==> config.mk <==
export PLATFORM = sky130hd
export DESIGN_NAME = k_way_sorted_merge
export DESIGN_NICKNAME = d
export VERILOG_FILES = /design/src/design/kwm_pkg.sv /design/src/design/k_way_sorted_merge.sv /design/src/design/kwm_datapath.sv /design/src/design/kwm_ctrl.sv
export SDC_FILE = /design/constraint.sdc
export NUM_CORES = 1
export LEC_CHECK = 0
export BUFFER_PORTS_ARGS = -buffer_cell sky130_fd_sc_hd__buf_2
export CORE_MARGIN = 1.5
export CORE_UTILIZATION = 45
export CTS_BUF_LIST = sky130_fd_sc_hd__clkbuf_8
export CTS_CLUSTER_DIAMETER = 80
export DETAILED_ROUTE_END_ITERATION = 12
export GPL_ROUTABILITY_DRIVEN = 0
export GPL_TIMING_DRIVEN = 0
export PLACE_DENSITY_LB_ADDON = 0.15
export SETUP_SLACK_MARGIN = 0.3
export SYNTH_ARGS = -nofsm -noshare
export SYNTH_HDL_FRONTEND = slang
export SYNTH_SLANG_ARGS = --single-unit
==> constraint.sdc <==
create_clock -name i_clk -period 8.4 [get_ports i_clk]
set_input_delay 0.42 -clock i_clk [delete_from_list [all_inputs] [get_ports i_clk]]
set_output_delay 0.42 -clock i_clk [all_outputs]
set_load 0.01 [all_outputs]
==> src/design/kwm_pkg.sv <==
package kwm_pkg;

    // Fixed field widths
    localparam int VALUE_BITS = 16;
    localparam int LIDX_BITS  = 3;
    localparam int CNT_BITS   = 4;
    localparam int MAX_ACTIVE = 8;

    // Operation codes
    localparam logic OP_ELEMENT = 1'b0;
    localparam logic OP_DECLARE = 1'b1;

    // Register indexes
    localparam logic REG_LIST_COUNT = 1'b0;

    typedef struct packed {
        logic                          operation;
        logic [LIDX_BITS-1:0]          list_index;
        logic signed [VALUE_BITS-1:0]  element_value;
        logic                          final_of_list;
    } t_in;

    typedef struct packed {
        logic signed [VALUE_BITS-1:0]  merged_value;
        logic [LIDX_BITS-1:0]          source_list;
        logic                          has_value;
        logic                          merge_done;
        logic                          protocol_error;
        logic                          last_of_run;
    } t_out;

    // Controller to datapath
    typedef struct packed {
        logic load;      // take the request into the slots
        logic emit;      // pop smallest head into pending, push old pending out
        logic finish;    // write pending (or bare result) as last of run
        logic set_done;  // mark the finished result as merge done
        logic clear;     // clear all slots
    } t_dp_cmd;

    // Datapath to controller
    typedef struct packed {
        logic item_err;
        logic heads_ready;
        logic all_done;
        logic pend_valid;
        logic out_free;
        logic cap_hit;
    } t_dp_stat;

endpackage

==> src/design/k_way_sorted_merge.sv <==
// A request that releases values passes each one through the pending register into the
// output register; an error result also waits in pending, while a bare done result is
// written straight to the output register. Output stalls hold further results back.
// A new request is taken only after the controller is back in idle; each emission is
// one pass of the 8-leaf min tree.
// Reset (i_rst_n low, synchronous): all slots empty, list_count = 8, no result.
module k_way_sorted_merge #(
    parameter int LISTS = 8
) (
    input  logic          i_clk,
    input  logic          i_rst_n,
    input  logic          psel,
    input  logic          penable,
    input  logic          pwrite,
    input  logic [2:0]    paddr,
    input  logic [31:0]   pwdata,
    output logic [31:0]   prdata,
    output logic          pready,
    input  logic          i_in_valid,
    output logic          o_in_ready,
    input  kwm_pkg::t_in  i_in_data,
    output logic          o_out_valid,
    input  logic          i_out_ready,
    output kwm_pkg::t_out o_out_data
);
    import kwm_pkg::*;

    logic [CNT_BITS-1:0] r_list_count;
    t_dp_cmd             cmd;
    t_dp_stat            stat;

    // Configuration register
    always_ff @(posedge i_clk) begin
        if (!i_rst_n) begin
            r_list_count <= CNT_BITS'(MAX_ACTIVE);
        end else if (psel && penable && pwrite && (paddr[2] == REG_LIST_COUNT)) begin
            r_list_count <= pwdata[CNT_BITS-1:0];
        end
    end

    assign pready = 1'b1;
    assign prdata = (paddr[2] == REG_LIST_COUNT) ? {{(32-CNT_BITS){1'b0}}, r_list_count}
                                                 : 32'd0;

    kwm_ctrl u_ctrl (
        .i_clk      (i_clk),
        .i_rst_n    (i_rst_n),
        .i_in_valid (i_in_valid),
        .o_in_ready (o_in_ready),
        .i_stat     (stat),
        .o_cmd      (cmd)
    );

    kwm_datapath #(
        .LISTS (LISTS)
    ) u_datapath (
        .i_clk        (i_clk),
        .i_rst_n      (i_rst_n),
        .i_cmd        (cmd),
        .o_stat       (stat),
        .i_in_data    (i_in_data),
        .i_list_count (r_list_count),
        .o_out_valid  (o_out_valid),
        .i_out_ready  (i_out_ready),
        .o_out_data   (o_out_data)
    );

endmodule

==> src/design/kwm_datapath.sv <==
module kwm_datapath #(
    parameter int LISTS = 8
) (
    input  logic                             i_clk,
    input  logic                             i_rst_n,
    input  kwm_pkg::t_dp_cmd                 i_cmd,
    output kwm_pkg::t_dp_stat                o_stat,
    input  kwm_pkg::t_in                     i_in_data,
    input  logic [kwm_pkg::CNT_BITS-1:0]     i_list_count,
    output logic                             o_out_valid,
    input  logic                             i_out_ready,
    output kwm_pkg::t_out                    o_out_data
);
    import kwm_pkg::*;

    localparam int SLOTS = (LISTS < MAX_ACTIVE) ? LISTS : MAX_ACTIVE;

    typedef struct packed {
        logic                          vld;
        logic signed [VALUE_BITS-1:0]  val;
        logic [LIDX_BITS-1:0]          idx;
    } t_node;

    function automatic t_node pick(input t_node a, input t_node b);
        t_node r;
        r = a;
        if (b.vld && (!a.vld || (b.val < a.val))) begin
            r = b;
        end
        return r;
    endfunction

    logic signed [VALUE_BITS-1:0] r_head_value [SLOTS];
    logic [SLOTS-1:0]             r_head_valid;
    logic [SLOTS-1:0]             r_head_final;
    logic [SLOTS-1:0]             r_exhausted;
    t_out                         r_pend;
    logic                         r_pend_valid;
    t_out                         r_out;
    logic                         r_out_valid;
    logic [CNT_BITS-1:0]          r_emit_cnt;

    logic [CNT_BITS-1:0]          act_n;
    logic [SLOTS-1:0]             active;
    logic                         out_free;
    logic                         out_write;
    t_out                         out_next;
    t_node                        leaf [MAX_ACTIVE];
    t_node                        lvl1 [4];
    t_node                        lvl2 [2];
    t_node                        best;
    logic                         tgt_busy;
    logic                         heads_ready;
    logic                         all_done;
    logic                         item_err;

    // Active list count: zero acts as one, saturate at slot count
    always_comb begin
        if (i_list_count == '0) begin
            act_n = CNT_BITS'(1);
        end else if (i_list_count > CNT_BITS'(SLOTS)) begin
            act_n = CNT_BITS'(SLOTS);
        end else begin
            act_n = i_list_count;
        end
    end

    // Leaves of the compare tree, padded to eight
    genvar g;
    generate
        for (g = 0; g < MAX_ACTIVE; g++) begin : g_leaf
            if (g < SLOTS) begin : g_real
                assign active[g] = (CNT_BITS'(g) < act_n);
                assign leaf[g]   = {active[g] && r_head_valid[g], r_head_value[g],
                                    LIDX_BITS'(g)};
            end else begin : g_pad
                assign leaf[g] = '0;
            end
        end
    endgenerate

    // Three-level min tree, ties to the lower index
    always_comb begin
        for (int i = 0; i < 4; i++) begin
            lvl1[i] = pick(leaf[2*i], leaf[2*i+1]);
        end
        for (int i = 0; i < 2; i++) begin
            lvl2[i] = pick(lvl1[2*i], lvl1[2*i+1]);
        end
        best = pick(lvl2[0], lvl2[1]);
    end

    // Readiness and completion over the active slots
    always_comb begin
        heads_ready = 1'b1;
        all_done    = 1'b1;
        tgt_busy    = 1'b0;
        for (int i = 0; i < SLOTS; i++) begin
            if (active[i]) begin
                if (!r_head_valid[i] && !r_exhausted[i]) begin
                    heads_ready = 1'b0;
                end
                if (r_head_valid[i] || !r_exhausted[i]) begin
                    all_done = 1'b0;
                end
            end
            if (i_in_data.list_index == LIDX_BITS'(i)) begin
                tgt_busy = r_head_valid[i] || r_exhausted[i];
            end
        end
        item_err = (CNT_BITS'(i_in_data.list_index) >= act_n) || tgt_busy;
    end

    assign out_free = !r_out_valid || i_out_ready;
    assign o_stat   = '{item_err:    item_err,
                        heads_ready: heads_ready,
                        all_done:    all_done,
                        pend_valid:  r_pend_valid,
                        out_free:    out_free,
                        cap_hit:     (r_emit_cnt >= CNT_BITS'(MAX_ACTIVE))};

    // Next output result
    always_comb begin
        out_write = i_cmd.finish || (i_cmd.emit && r_pend_valid);
        out_next  = r_pend;
        if (i_cmd.finish) begin
            if (!r_pend_valid) begin
                out_next = '0;
            end
            out_next.last_of_run = 1'b1;
            if (i_cmd.set_done) begin
                out_next.merge_done = 1'b1;
            end
        end
    end

    // Head slots
    always_ff @(posedge i_clk) begin
        if (!i_rst_n) begin
            r_head_valid <= '0;
            r_head_final <= '0;
            r_exhausted  <= '0;
        end else if (i_cmd.clear) begin
            r_head_valid <= '0;
            r_head_final <= '0;
            r_exhausted  <= '0;
        end else begin
            for (int i = 0; i < SLOTS; i++) begin
                if (i_cmd.load && !item_err
                        && (i_in_data.list_index == LIDX_BITS'(i))) begin
                    if (i_in_data.operation == OP_DECLARE) begin
                        r_exhausted[i] <= 1'b1;
                    end else begin
                        r_head_valid[i] <= 1'b1;
                        r_head_final[i] <= i_in_data.final_of_list;
                    end
                end
                if (i_cmd.emit && (best.idx == LIDX_BITS'(i))) begin
                    r_head_valid[i] <= 1'b0;
                    r_head_final[i] <= 1'b0;
                    if (r_head_final[i]) begin
                        r_exhausted[i] <= 1'b1;
                    end
                end
            end
        end
    end

    // Head values, read only while valid
    always_ff @(posedge i_clk) begin
        for (int i = 0; i < SLOTS; i++) begin
            if (i_cmd.load && !item_err && (i_in_data.operation == OP_ELEMENT)
                    && (i_in_data.list_index == LIDX_BITS'(i))) begin
                r_head_value[i] <= i_in_data.element_value;
            end
        end
    end

    // Pending result and emission count
    always_ff @(posedge i_clk) begin
        if (!i_rst_n) begin
            r_pend_valid <= 1'b0;
            r_emit_cnt   <= '0;
        end else if (i_cmd.load) begin
            r_emit_cnt   <= '0;
            r_pend_valid <= item_err;
        end else if (i_cmd.emit) begin
            r_emit_cnt   <= r_emit_cnt + CNT_BITS'(1);
            r_pend_valid <= 1'b1;
        end else if (i_cmd.finish) begin
            r_pend_valid <= 1'b0;
        end
    end

    always_ff @(posedge i_clk) begin
        if (i_cmd.load) begin
            r_pend                <= '0;
            r_pend.protocol_error <= 1'b1;
            r_pend.last_of_run    <= 1'b1;
        end else if (i_cmd.emit) begin
            r_pend              <= '0;
            r_pend.merged_value <= best.val;
            r_pend.source_list  <= best.idx;
            r_pend.has_value    <= 1'b1;
        end
    end

    // Output register
    always_ff @(posedge i_clk) begin
        if (!i_rst_n) begin
            r_out_valid <= 1'b0;
        end else if (out_write) begin
            r_out_valid <= 1'b1;
        end else if (i_out_ready) begin
            r_out_valid <= 1'b0;
        end
    end

    always_ff @(posedge i_clk) begin
        if (out_write) begin
            r_out <= out_next;
        end
    end

    assign o_out_valid = r_out_valid;
    assign o_out_data  = r_out;

    // Checks
    a_write_needs_room: assert property (@(posedge i_clk) disable iff (!i_rst_n)
        out_write |-> out_free)
        else $error("result written while output register is held");

    a_clear_empties: assert property (@(posedge i_clk) disable iff (!i_rst_n)
        i_cmd.clear |=> (r_head_valid == '0) && (r_exhausted == '0))
        else $error("slots not cleared after merge done");

    a_err_is_bare: assert property (@(posedge i_clk) disable iff (!i_rst_n)
        r_out_valid && r_out.protocol_error |-> !r_out.has_value && r_out.last_of_run)
        else $error("error result carries a value or is not last");

    a_emit_has_head: assert property (@(posedge i_clk) disable iff (!i_rst_n)
        i_cmd.emit |-> best.vld && heads_ready)
        else $error("emission without a ready head");

endmodule

==> src/design/kwm_ctrl.sv <==
module kwm_ctrl (
    input  logic               i_clk,
    input  logic               i_rst_n,
    input  logic               i_in_valid,
    output logic               o_in_ready,
    input  kwm_pkg::t_dp_stat  i_stat,
    output kwm_pkg::t_dp_cmd   o_cmd
);
    import kwm_pkg::*;

    typedef enum logic [1:0] {
        S_IDLE,
        S_EVAL,
        S_FLUSH
    } t_state;

    t_state r_state, n_state;
    logic   r_in_ready, n_in_ready;

    // Next state and commands
    always_comb begin
        n_state = r_state;
        o_cmd   = '0;
        case (r_state)
            S_IDLE: begin
                if (i_in_valid && r_in_ready) begin
                    o_cmd.load = 1'b1;
                    n_state    = i_stat.item_err ? S_FLUSH : S_EVAL;
                end
            end
            S_EVAL: begin
                if (i_stat.all_done) begin
                    if (i_stat.out_free) begin
                        o_cmd.finish   = 1'b1;
                        o_cmd.set_done = 1'b1;
                        o_cmd.clear    = 1'b1;
                        n_state        = S_IDLE;
                    end
                end else if (!i_stat.heads_ready || i_stat.cap_hit) begin
                    if (!i_stat.pend_valid) begin
                        n_state = S_IDLE;
                    end else if (i_stat.out_free) begin
                        o_cmd.finish = 1'b1;
                        n_state      = S_IDLE;
                    end
                end else if (!i_stat.pend_valid || i_stat.out_free) begin
                    o_cmd.emit = 1'b1;
                end
            end
            S_FLUSH: begin
                if (i_stat.out_free) begin
                    o_cmd.finish = 1'b1;
                    n_state      = S_IDLE;
                end
            end
            default: begin
                n_state = S_IDLE;
            end
        endcase
        n_in_ready = (n_state == S_IDLE);
    end

    // State and registered ready
    always_ff @(posedge i_clk) begin
        if (!i_rst_n) begin
            r_state    <= S_IDLE;
            r_in_ready <= 1'b1;
        end else begin
            r_state    <= n_state;
            r_in_ready <= n_in_ready;
        end
    end

    assign o_in_ready = r_in_ready;

endmodule
==> flow_summary.json <==
{
  "outcome": "finished, final reports clean",
  "synth.avg_cell_area_um2": 10.7,
  "ys_seq_elements": 209,
  "utilization_pct": 53.7,
  "critPathLaunchType": "register",
  "ant_nets": 0,
  "swShare_pct": 25.6,
  "num_rows": 59,
  "grt_pass1_vias": 8723,
  "fmax_mhz": 129,
  "netlist_instances": 1138,
  "ys.flop_type": "edfxtp_1",
  "worst_ep_required_time_ns": 8.82,
  "wire_per_inst_um": 18.5,
  "drc": 0,
  "seq_power_share_pct": 49.5,
  "ys_seq_area_share_pct": 46.8,
  "grt_start_max_net_pins": 20,
  "synth_cell_type_count": 77,
  "io_pins": 121,
  "maxCapViolations": 0,
  "clk_pin_slew_ns": 0.06,
  "setup.worst_path.end_class": "register",
  "overflow": 0,
  "power_frac_clock_pct": 39.4,
  "layout-drive-gt1-share_pct": 18.3,
  "async_flop_share_pct": 0,
  "insertion_delay_ns": 0.53,
  "worst_pin_slew_ns": 1.18,
  "multi_input_area_mm2": 0.00597,
  "cts_hold_buffers": 0,
  "syn2layout_area_growth_pct": 16.1,
  "dieArea_mm2": 0.0280,
  "regArea_mm2": 0.00570,
  "vias": 9012,
  "hp-class": "primary input to register",
  "skew_ns": 0.0180,
  "synth_top_area_cell": "edfxtp_1",
  "min_period_over_period_pct": 92.5,
  "final-setup-viol-count": 0,
  "syn_area_mm2": 0.0122,
  "fin_crit_ns": 7.77,
  "preCtsSetupSlack_ns": -0.921,
  "fin_ws_ns": 0.633,
  "fill_cells": 2354,
  "synth_top_area_share_pct": 37.3,
  "firstDrtPassIters": 5,
  "htreeDepth": 2,
  "core_mm2": 0.0263,
  "critPathMaxStageDelay_ns": 0.42,
  "power_frac_comb_pct": 11.1,
  "cts_buffers": 37,
  "critPathSlowestCell": "edfxtp_1",
  "max_slew_margin_pct": 21.1,
  "grtUsageTotal_pct": 21.6,
  "total_leakage_power_nw": 6.09,
  "regToRegSetupSlack_ns": 0.63,
  "cellInternalPower_mw": 1.71,
  "initial_utilization_pct": 46.3,
  "clock_sinks": 209,
  "switching_power_mw": 0.588,
  "root_buffer": "clkbuf_8",
  "nets": 1454,
  "final_cells": 1639,
  "n_antenna_cell": 0,
  "pwr_density_cell_mw_per_mm2": 163,
  "ys.warnings.count": 0,
  "clockBufferDepth": 3,
  "synthTopCellsByArea": "edfxtp_1, ha_1, dfxtp_1, mux2i_1, inv_1",
  "finalHoldViolCount": 0,
  "drt_iter0_markers": 590,
  "routed_wl_mm": 30.4,
  "dp_hpwl_mm": 23.4,
  "vdd_drop_max_uv": 132,
  "dp_cells": 1565,
  "synth_edf_count": 151,
  "vias_per_cell": 5.50,
  "worstPathMaxFanout": 10,
  "cp.arrival_ns": 8.19,
  "numPortBuffers": 59,
  "crit_top_cell": "a21o_1",
  "rsz0062_at_grt": "no",
  "total_power_mw": 2.30,
  "cts_tree": "built",
  "die_w_um": 167,
  "critPathKind": "register to register",
  "antenna_found_initial": 1,
  "die_y_um": 167,
  "grt_pass1_wl_mm": 47.0,
  "maxSlewViolCount": 0
}
==> power by group through the flow <==
stage	Sequential (mW)	Clock [mW]	Combinational (mW)
after global routing	1.14	0.970	0.281
after CTS	1.14	0.932	0.246
after floorplan	1.16	0	0.157
final	1.14	0.905	0.256
after detailed placement	1.16	0	0.242
after global placement	1.16	0	0.234
==> state kept, by name, summed over array words and instances (netlist names) <==
signal,count
u_ctrl.o_in_ready,1
u_datapath.o_out_data,23
u_datapath.r_head_final,8
u_datapath.r_pend,21
u_datapath.r_emit_cnt,4
r_list_count,4
u_datapath.r_head_value,128
u_datapath.r_head_valid,8
u_datapath.r_exhausted,8
u_datapath.o_out_valid,1
u_ctrl.r_state,2
u_datapath.r_pend_valid,1
==> synthesized netlist by cell type, types with 22 or more instances <==
cell type,count
nand3_1,22
clkbuf_1,26
dfxtp_1,58
ha_1,114
o21ai_0,27
buf_4,31
and2_1,33
edfxtp_1,151
nor2_1,86
inv_1,128
mux2i_1,91
nand2_1,34
a21oi_1,69
==> final timing paths <==
kind                                                startpoint                   endpoint  cells after the start
worst max-delay path            u_datapath.r_head_value[1][53]  u_datapath.r_exhausted[7]                     33
worst min-delay path                                 pwdata[3]            r_list_count[3]                      3
worst max register to register  u_datapath.r_head_value[1][53]  u_datapath.r_exhausted[7]                     33
worst min register to register            u_datapath.r_pend[1]       u_datapath.r_pend[1]                      2
==> placed cells by master (no fill, tap or decap), types with 21 or more instances in the layout <==
master / netlist / final
a21oi_1: 69 / 69
and2_1: 33 / 33
buf_2: 9 / 66
buf_4: 31 / 43
clkbuf_1: 26 / 21
clkbuf_8: 0 / 46
conb_1: 2 / 29
dfxtp_1: 58 / 58
edfxtp_1: 151 / 151
ha_1: 114 / 113
inv_1: 128 / 139
mux2i_1: 91 / 75
nand2_1: 34 / 34
nand3_1: 22 / 21
nor2_1: 86 / 84
o21ai_0: 27 / 24
==> layer usage <==
layer	track usage (%)	routed length, µm	vias up
met5	0	0	-
met4	6.50	521	0
met1	29.5	13900	4304
met3	3.45	1720	47
li1	-	-	4407
met2	35.5	14200	254
==> repair_timing <==
action                     in CTS  in global routing
pin swaps                       1                  5
setup endpoints to repair      43                 43
buffers inserted                2                  7
cloned                          0                  0
gates resized for setup        15                 52
==> logic make-up (layout without fill, tap and decap cells) <==
kind of cell | Yosys count | in the layout | share of synthesized area, %
AND/OR/NAND/NOR | 279 | 279 | 11.9
AO/OA/AOI/OAI | 243 | 243 | 14.5
flip-flops | 209 | 209 | 46.8
buffers and inverters | 195 | 334 | 7.07
adder cells (fa/ha/maj) | 115 | 115 | 11.8
multiplexers | 92 | 92 | 7.58
XOR/XNOR | 3 | 3 | 0.216
other | 2 | 29 | 0.0618
==> final cells by class <==
type | count | share of cell area [%]
timing repair buffer | 74 | 3.05
buffer | 66 | 2.89
clock buffer | 46 | 4.48
tap | 335 | 2.97
inverter | 128 | 3.40
clock inverter | 20 | 0.603
sequential | 209 | 40.3
multi-input combinational | 761 | 42.3
==> through the flow <==
stage,instance area (µm²),hold slack [ns],TNS (ns)
6_report,14100,0.118,0
5_1_grt,14100,0.122,0
4_1_cts,13900,0.0894,0
3_5_place_dp,13100,0.441,-34.11
3_3_place_gp,13000,0.435,-37.25
2_1_floorplan,12300,0.426,0
==> worst max-delay path: cells and delay by family (launching register included) <==
family                     cells  cell delay [ns]
adders and majority gates      3             0.94
AOI/OAI and AO/OA             16             3.41
xor gates and xnor gates       1             0.17
muxes                          2             0.53
DFF                            1             0.42
and+or+nand+nor                5             1.15
buffers and inverters          6             1.00
Note: power is estimated with default switching activity, not from simulation.
